### config.mk
export PLATFORM = sky130hd
export DESIGN_NAME = battery_charge_estimator
export DESIGN_NICKNAME = d
export VERILOG_FILES = /design/src/rtl/bce_pkg.sv /design/src/rtl/bce_interp.sv /design/src/rtl/battery_charge_estimator.sv
export SDC_FILE = /design/constraint.sdc
export NUM_CORES = 1
export LEC_CHECK = 0
export BUFFER_PORTS_ARGS = -buffer_cell sky130_fd_sc_hd__buf_2
export CAP_MARGIN = 20
export CORE_MARGIN = 2
export CORE_UTILIZATION = 55
export DETAILED_ROUTE_END_ITERATION = 16
export PLACE_DENSITY = 0.79
export SYNTH_ARGS = -nofsm -noshare
export SYNTH_HDL_FRONTEND = slang
export SYNTH_SLANG_ARGS = --single-unit
### constraint.sdc
create_clock -name clk -period 6.51 [get_ports clk]
set_input_delay 0.651 -clock clk [delete_from_list [all_inputs] [get_ports clk]]
set_output_delay 0.651 -clock clk [all_outputs]
set_load 0.01 [all_outputs]
### src/rtl/bce_pkg.sv
`timescale 1ns / 1ps
`default_nettype none
// ----------------------------------------------------------------------------
// bce_pkg
// Shared types and constants of the battery charge estimator: the voltage
// knee table, per-segment slope and reciprocal constants, register indexes.
// ----------------------------------------------------------------------------
package bce_pkg;

    // Configuration register indexes
    typedef enum logic [1:0] {
        REG_FALLBACK_LOW  = 2'd0,
        REG_FALLBACK_HIGH = 2'd1
    } reg_index_t;

    localparam int          TablePoints  = 11;
    localparam int          Segments     = TablePoints - 1;
    localparam int          SegW         = 4;
    localparam int          DvW          = 9;   // widest span is 300 mV
    localparam int          DpW          = 4;   // steepest segment rises 15 %
    localparam int          ProdW        = DvW + DpW;
    localparam int          RecipW       = 19;
    localparam int          RecipShift   = 24;
    localparam int          QuotW        = 4;
    localparam int          ScaledW      = ProdW + RecipW;

    localparam logic [15:0] FallbackLowReset  = 16'd3000;
    localparam logic [15:0] FallbackHighReset = 16'd4050;
    localparam logic [15:0] FullPercent       = 16'd100;
    localparam logic [7:0]  FullPct8          = 8'd100;
    localparam logic [7:0]  EmptyPct8         = 8'd0;
    localparam logic [7:0]  UnavailPct8       = 8'hFF;

    // Knee voltages and charge at each knee
    localparam logic [15:0] KNEE_MV [0:TablePoints-1] = '{
        16'd3300, 16'd3600, 16'd3700, 16'd3750, 16'd3800, 16'd3850,
        16'd3900, 16'd3950, 16'd4000, 16'd4100, 16'd4200
    };
    localparam logic [7:0] KNEE_PCT [0:TablePoints-1] = '{
        8'd0, 8'd8, 8'd20, 8'd35, 8'd50, 8'd62,
        8'd72, 8'd80, 8'd88, 8'd96, 8'd100
    };

    // Percent rise over each segment
    localparam logic [DpW-1:0] SEG_DP [0:Segments-1] = '{
        4'd8, 4'd12, 4'd15, 4'd15, 4'd12, 4'd10, 4'd8, 4'd8, 4'd8, 4'd4
    };

    // ceil(2^24 / span) per segment; spans are 300, 100 and 50 mV.
    // Exact floor division for any product below 2^13.
    localparam logic [RecipW-1:0] SEG_RECIP [0:Segments-1] = '{
        19'd55925,  19'd167773, 19'd335545, 19'd335545, 19'd335545,
        19'd335545, 19'd335545, 19'd335545, 19'd167773, 19'd167773
    };

    // Interpolation request into the divide pipeline
    typedef struct packed {
        logic [DvW-1:0]  dv;
        logic [SegW-1:0] seg;
    } interp_req_t;

    // Payload carried alongside the interpolation pipeline
    typedef struct packed {
        logic [7:0]         base_pct;
        logic [15:0]        voltage;
        logic signed [15:0] current;
        logic               charging;
        logic               changed;
    } side_t;

endpackage

`default_nettype wire

### src/rtl/bce_interp.sv
`timescale 1ns / 1ps
`default_nettype none
// ----------------------------------------------------------------------------
// bce_interp
// Two-stage interpolation datapath: slope multiply, then division by the
// segment span through a reciprocal multiply. Advances on en only.
// ----------------------------------------------------------------------------
module bce_interp (
    input  wire logic                       clk,
    input  wire logic                       en,
    input  wire bce_pkg::interp_req_t       req,
    output logic [bce_pkg::QuotW-1:0]       quot
);

    logic [bce_pkg::ProdW-1:0]   prod_reg;
    logic [bce_pkg::ProdW-1:0]   prod_next;
    logic [bce_pkg::SegW-1:0]    seg_reg;
    logic [bce_pkg::ScaledW-1:0] scaled_reg;
    logic [bce_pkg::ScaledW-1:0] scaled_next;

    // Multiply offset into the segment by the segment's percent rise
    always_comb
    begin
        prod_next = bce_pkg::ProdW'(req.dv) * bce_pkg::ProdW'(bce_pkg::SEG_DP[req.seg]);
    end

    // Divide by the span: multiply by the scaled reciprocal
    always_comb
    begin
        scaled_next = bce_pkg::ScaledW'(prod_reg)
                    * bce_pkg::ScaledW'(bce_pkg::SEG_RECIP[seg_reg]);
    end

    always_ff @(posedge clk)
    begin
        if (en)
        begin
            prod_reg   <= prod_next;
            seg_reg    <= req.seg;
            scaled_reg <= scaled_next;
        end
    end

    assign quot = scaled_reg[bce_pkg::RecipShift +: bce_pkg::QuotW];

endmodule

`default_nettype wire

### src/rtl/battery_charge_estimator.sv
`timescale 1ns / 1ps
`default_nettype none
// ----------------------------------------------------------------------------
// battery_charge_estimator
// Turns one fuel-gauge poll into a charge percent, replacing a stuck 100 %
// by a piecewise-linear voltage estimate, and tracks the held cell state.
// ----------------------------------------------------------------------------
//  channel | handshake              | payload
//  --------+------------------------+---------------------------------------
//  in      | in_valid / in_stall    | read_ok, gauge_percent, cell_voltage_mv,
//          |                        | cell_current_ma
//  out     | out_valid / out_stall  | charge_percent, held_voltage_mv,
//          |                        | held_current_ma, is_charging, changed_event
//  cfg     | cfg_we                 | cfg_index, cfg_data
//
// Four register stages (decode, slope multiply, reciprocal multiply, sum);
// a poll passes through them in order, one poll per cycle while the output is not stalled.
// The two multipliers in bce_interp set the stage depth.
// Held voltage, current and charging update in poll order at the decode stage.
// A stalled output freezes every stage; in_stall follows from it.
// Reset clears valid bits, held state and loads the window registers.
// ----------------------------------------------------------------------------
module battery_charge_estimator (
    input  wire logic               clk,
    input  wire logic               rst_n,
    // input channel
    input  wire logic               in_valid,
    output logic                    in_stall,
    input  wire logic               read_ok,
    input  wire logic [15:0]        gauge_percent,
    input  wire logic [15:0]        cell_voltage_mv,
    input  wire logic signed [15:0] cell_current_ma,
    // output channel
    output logic                    out_valid,
    input  wire logic               out_stall,
    output logic signed [7:0]       charge_percent,
    output logic [15:0]             held_voltage_mv,
    output logic signed [15:0]      held_current_ma,
    output logic                    is_charging,
    output logic                    changed_event,
    // configuration
    input  wire logic               cfg_we,
    input  wire logic [1:0]         cfg_index,
    input  wire logic [15:0]        cfg_data
);

    logic                          adv;
    logic                          take;
    logic [15:0]                   fb_low_reg;
    logic [15:0]                   fb_high_reg;
    logic [15:0]                   held_v_reg;
    logic signed [15:0]            held_i_reg;
    logic                          held_chg_reg;
    logic [2:0]                    valid_reg;
    logic [2:0]                    valid_next;
    bce_pkg::side_t                side1_reg;
    bce_pkg::side_t                side2_reg;
    bce_pkg::side_t                side3_reg;
    bce_pkg::side_t                side_next;
    bce_pkg::interp_req_t          req_reg;
    bce_pkg::interp_req_t          req_next;
    logic [bce_pkg::QuotW-1:0]     quot;
    logic                          out_valid_reg;
    logic [7:0]                    pct_reg;
    logic [7:0]                    pct_next;
    logic [15:0]                   out_v_reg;
    logic signed [15:0]            out_i_reg;
    logic                          out_chg_reg;
    logic                          out_changed_reg;
    logic                          charging;
    logic                          use_fallback;
    logic [bce_pkg::SegW-1:0]      seg;
    logic [7:0]                    clamped;

    // Advance the whole pipeline unless the output is held
    assign adv      = !(out_valid_reg && out_stall);
    assign in_stall = !adv;
    assign take     = in_valid && adv;

    // Write configuration registers
    always_ff @(posedge clk or negedge rst_n)
    begin
        if (!rst_n)
        begin
            fb_low_reg  <= bce_pkg::FallbackLowReset;
            fb_high_reg <= bce_pkg::FallbackHighReset;
        end
        else if (cfg_we)
        begin
            case (cfg_index)
                bce_pkg::REG_FALLBACK_LOW:  fb_low_reg  <= cfg_data;
                bce_pkg::REG_FALLBACK_HIGH: fb_high_reg <= cfg_data;
                default:                    ;
            endcase
        end
    end

    // Decode the poll: clamp, charging flag, window test, segment search
    always_comb
    begin
        charging     = !cell_current_ma[15] && (cell_current_ma != 16'sd0);
        clamped      = (gauge_percent > bce_pkg::FullPercent) ? bce_pkg::FullPct8
                                                              : gauge_percent[7:0];
        use_fallback = (cell_voltage_mv >= fb_low_reg) && (cell_voltage_mv < fb_high_reg)
                    && (gauge_percent >= bce_pkg::FullPercent) && !charging;
        seg = '0;
        for (int j = bce_pkg::Segments - 1; j >= 0; j--)
        begin
            if (cell_voltage_mv < bce_pkg::KNEE_MV[j + 1])
            begin
                seg = bce_pkg::SegW'(j);
            end
        end

        req_next.seg = seg;
        req_next.dv  = '0;
        side_next.base_pct = clamped;
        if (!read_ok)
        begin
            side_next.base_pct = bce_pkg::UnavailPct8;
        end
        else if (use_fallback)
        begin
            if (cell_voltage_mv <= bce_pkg::KNEE_MV[0])
            begin
                side_next.base_pct = bce_pkg::EmptyPct8;
            end
            else if (cell_voltage_mv >= bce_pkg::KNEE_MV[bce_pkg::TablePoints - 1])
            begin
                side_next.base_pct = bce_pkg::FullPct8;
            end
            else
            begin
                side_next.base_pct = bce_pkg::KNEE_PCT[seg];
                req_next.dv = bce_pkg::DvW'(cell_voltage_mv - bce_pkg::KNEE_MV[seg]);
            end
        end

        side_next.voltage  = read_ok ? cell_voltage_mv : held_v_reg;
        side_next.current  = read_ok ? cell_current_ma : held_i_reg;
        side_next.charging = read_ok ? charging : held_chg_reg;
        side_next.changed  = read_ok;
    end

    // Update held cell state in poll order
    always_ff @(posedge clk or negedge rst_n)
    begin
        if (!rst_n)
        begin
            held_v_reg   <= '0;
            held_i_reg   <= '0;
            held_chg_reg <= 1'b0;
        end
        else if (take && read_ok)
        begin
            held_v_reg   <= cell_voltage_mv;
            held_i_reg   <= cell_current_ma;
            held_chg_reg <= charging;
        end
    end

    // Advance valid bits
    always_comb
    begin
        valid_next = {valid_reg[1:0], take};
    end

    always_ff @(posedge clk or negedge rst_n)
    begin
        if (!rst_n)
        begin
            valid_reg     <= '0;
            out_valid_reg <= 1'b0;
        end
        else if (adv)
        begin
            valid_reg     <= valid_next;
            out_valid_reg <= valid_reg[2];
        end
    end

    // Advance side payload alongside the interpolation stages
    always_ff @(posedge clk)
    begin
        if (adv)
        begin
            side1_reg <= side_next;
            req_reg   <= req_next;
            side2_reg <= side1_reg;
            side3_reg <= side2_reg;
        end
    end

    bce_interp u_interp (
        .clk  (clk),
        .en   (adv),
        .req  (req_reg),
        .quot (quot)
    );

    // Sum base percent and interpolated step into the output register
    always_comb
    begin
        pct_next = side3_reg.base_pct + 8'(quot);
    end

    always_ff @(posedge clk)
    begin
        if (adv)
        begin
            pct_reg         <= pct_next;
            out_v_reg       <= side3_reg.voltage;
            out_i_reg       <= side3_reg.current;
            out_chg_reg     <= side3_reg.charging;
            out_changed_reg <= side3_reg.changed;
        end
    end

    assign out_valid       = out_valid_reg;
    assign charge_percent  = $signed(pct_reg);
    assign held_voltage_mv = out_v_reg;
    assign held_current_ma = out_i_reg;
    assign is_charging     = out_chg_reg;
    assign changed_event   = out_changed_reg;

    // A failed read always reports unavailable
    a_fail_pct: assert property (@(posedge clk) disable iff (!rst_n)
        out_valid && !changed_event |-> charge_percent == -8'sd1)
        else $error("failed read did not report -1");

    // A good read stays within 0..100
    a_good_range: assert property (@(posedge clk) disable iff (!rst_n)
        out_valid && changed_event |-> (charge_percent >= 8'sd0)
                                       && (charge_percent <= 8'sd100))
        else $error("good read percent out of range");

    // A good read transfer captures the cell voltage into the held state
    a_held_capture: assert property (@(posedge clk) disable iff (!rst_n)
        in_valid && !in_stall && read_ok |=> held_v_reg == $past(cell_voltage_mv))
        else $error("held voltage not captured");

endmodule

`default_nettype wire

==> flow_metrics.py <==
metrics = {
    "floorplanning": {
        "start_util_pct": 56.10,
        "io_pins": 116,
        "chipWidth_um": 183.6,
        "dieArea_um2": 33720,
        "rows": 65,
        "fp.dieH_um": 183.6,
        "core_um2": 31640,
    },
    "logic_synthesis": {
        "ys_seq_elements": 271,
        "synth_compound_area_share_pct": 5.711,
        "ys_seq_area_share_pct": 44.01,
        "synth-simple-area-share_pct": 7.699,
        "synth_area_um2": 17750,
        "synth_adder_area_share_pct": 28.12,
        "synthCells": 1475,
        "synth_nets": 1848,
        "ys.flop_type": "edfxtp_1",
        "synth_mux_area_share_pct": 5.513,
        "synth_top_family_by_area": "adder cells",
        "ys_warn_count": 0,
        "synth.distinct_cells": 65,
        "synth_area_per_cell_um2": 12.03,
        "synth-edff-count": 202,
        "yosysTopAreaCell": "edfxtp_1",
        "synth.area.top_cells": "edfxtp_1, fa_1, ha_1",
        "synthXorXnorAreaFrac_pct": 1.579,
        "async_reset_ff_share_pct": 25.46,
        "synth_top_area_share_pct": 34.18,
    },
    "place": {
        "place.gp.congestion": 0.9534,
        "port_buffers": 115,
        "dp_hpwl_mm": 29.17,
    },
    "timing": {
        "finalCriticalPeriod_ps": 6094,
        "finalHoldViolations": 0,
        "setup-violations-final": 0,
        "rsz0062_at_grt": "false",
        "fin_setup_tns_ps": 0,
        "slew_headroom_pct": 32.00,
        "timing.final.crit_share_pct": 93.61,
        "fmax_ghz": 0.1641,
        "slew_violations": 0,
        "worstMarginPinSlew_ps": 1020,
        "finClkSkew_ps": 13.36,
    },
    "hold_path": {
        "holdCritPathClass": "primary input to async pin",
    },
    "critical_path": {
        "worst_path_most_repeated_cell": "fa_1",
        "worstPathRequired_ps": 6780,
        "path_delay_family": "adder cells",
        "critPathKind": "flop to flop",
        "arrival_ps": 6360,
        "start_kind": "flop",
        "endpoint_kind": "flop",
        "worst-path-buf-inv": 2,
        "slowest_stage": "fa_1",
        "crit_fanout": 13,
        "crit_path_cell_trace": "or2_2, o21ai_1, and2_1, fa_1, fa_1, fa_1, fa_1, inv_1, fa_1, inv_1, ha_1, a21oi_1, nand3_1, o211ai_1, o2111ai_1, a21oi_1, xnor2_1",
        "cpPeakStageDelay_ps": 550,
    },
    "clock_tree": {
        "cts_buffers": 28,
        "clk_pin_slew_worst_paths_ps": 60,
        "h-tree-depth": 1,
        "cts-root-buf": "clkbuf_16",
        "cts.sinks": 271,
        "clock_latency_ps": 540,
        "cts_hold_buf": 0,
        "clockBufferDepth": 3,
        "cts_tree": "done",
    },
    "grt": {
        "antenna_found_initial": 1,
        "grt_pass1_vias": 11660,
        "grt_usage_pct": 23.09,
        "grt_pass1_wl_mm": 60.24,
        "grt_max_degree": 126,
        "grt_overflow": 0,
    },
    "route": {
        "vias_per_cell": 5.455,
        "drt_iter0_drc": 971,
        "dr.pass1.iters": 5,
        "wire_per_inst_um": 18.40,
        "via_count": 11060,
        "ant_nets": 0,
        "drt-total-wl_mm": 37.31,
        "drc": 0,
    },
    "final_layout": {
        "antenna_cells": 0,
        "area_growth_pct": 11.63,
        "drive_above_1_share_pct": 17.59,
        "nets": 1977,
    },
    "flow_run": {
        "drv_cap": 0,
    },
    "status": {
        "status": "complete, no violations",
    },
}
## layer usage
metal	share of wire, %	global-route usage, %	vias to the layer above
met5	0	0	-
met4	2.7	6.240	0
met3	5.8	3.506	78
met2	49	39.56	359
met1	42	30.94	5443
li1	-	-	5182
## stage by stage
step	instances	area [µm²]	hold slack, ps	util [%]	setup WS, ps
CTS	2027	19790	324.4	62.56	159.9
finish	2028	19810	306.4	62.62	416.3
global placement	1975	18820	400.3	59.49	495.1
detailed placement	1975	18820	404.5	59.49	178.1
global route	2028	19810	345.8	62.62	126.0
floorplan	1475	17750	355.4	-	918.6
## final cells by class
class	instances	area [µm²]
flip-flops and latches	271	7811
well taps	402	503.0
inverters	321	1205
fillers	2401	11830
repair buffers	126	663.1
clock buffers	34	754.5
multi-input cells	856	8656
clock inverters	18	217.7
## path summary, 6_finish.rpt
check / depth (start not counted) / from / slack (ps) / end
setup reg to reg: 17 / u_interp.seg_reg[3] / 420 / u_interp.scaled_reg[27]
hold reg to reg: 0 / side1_reg[18] / 410 / side2_reg[18]
min in group clk: 3 / cfg_data[3] / 340 / fb_low_reg[3]
max in group asynchronous: 2 / rst_n / 5560 / held_i_reg[11]
hold / removal: 2 / rst_n / 310 / fb_low_reg[13]
setup / recovery: 17 / u_interp.seg_reg[3] / 420 / u_interp.scaled_reg[27]
## worst reg2reg max path: stages (launching register included)
cell and delay, ps:
edfxtp_1 460, or2_2 450, o21ai_1 350, and2_1 250, fa_1 450, fa_1 520
fa_1 540, fa_1 550, inv_1 70, fa_1 540, inv_1 40, ha_1 330
a21oi_1 250, nand3_1 120, o211ai_1 360, o2111ai_1 230, a21oi_1 240, xnor2_1 80
## logic make-up after synthesis
logic type	count (synthesis)
buf+inv	348
mux	87
compound gates	152
fa+ha+maj	301
flops	271
simple gates	284
xor+xnor	32
## repair_timing
action / CTS / global route
setup buffers: 0 / 0
endpoints found under the setup margin: 0 / 2
resized for setup: 0 / 3
## synth_stat cells, types with 3 or more instances
| library cell | instances |
|---|---|
| inv_1 | 319 |
| edfxtp_1 | 202 |
| fa_1 | 163 |
| ha_1 | 138 |
| nand2_1 | 98 |
| mux2_2 | 86 |
| nor2_1 | 67 |
| dfrtp_1 | 54 |
| o21ai_0 | 41 |
| a21oi_1 | 29 |
| and2_1 | 26 |
| clkbuf_1 | 23 |
| xnor2_1 | 23 |
| nor4_1 | 20 |
| dfstp_2 | 15 |
| a21o_1 | 14 |
| nor3_1 | 14 |
| o211ai_1 | 13 |
| nand3_1 | 12 |
| xor2_1 | 9 |
| nand4_1 | 6 |
| nor2b_1 | 6 |
| or4_1 | 6 |
| a211oi_1 | 5 |
| nand2b_1 | 5 |
| or3_1 | 5 |
| a2111oi_0 | 4 |
| a311oi_1 | 4 |
| nand3b_1 | 4 |
| o21a_1 | 4 |
| o311ai_0 | 4 |
| o31ai_1 | 4 |
| a211o_1 | 3 |
| and3_1 | 3 |
| buf_1 | 3 |
| o2111ai_1 | 3 |
| o211a_1 | 3 |
| o21bai_1 | 3 |
| o311ai_1 | 3 |
## cell usage in the layout (no fill, tap or decap), drive strengths merged, types with 43 or more instances in the layout
| master | instances |
|---|---|
| inv | 323 |
| edfxtp | 202 |
| fa | 163 |
| ha | 138 |
| buf | 125 |
| nand2 | 98 |
| mux2 | 86 |
| nor2 | 67 |
| dfrtp | 54 |
| o21ai | 43 |
Power is left out: the tool's default activity adds up to more than one toggle a clock period on the data nets, which glitch-free logic cannot reach.
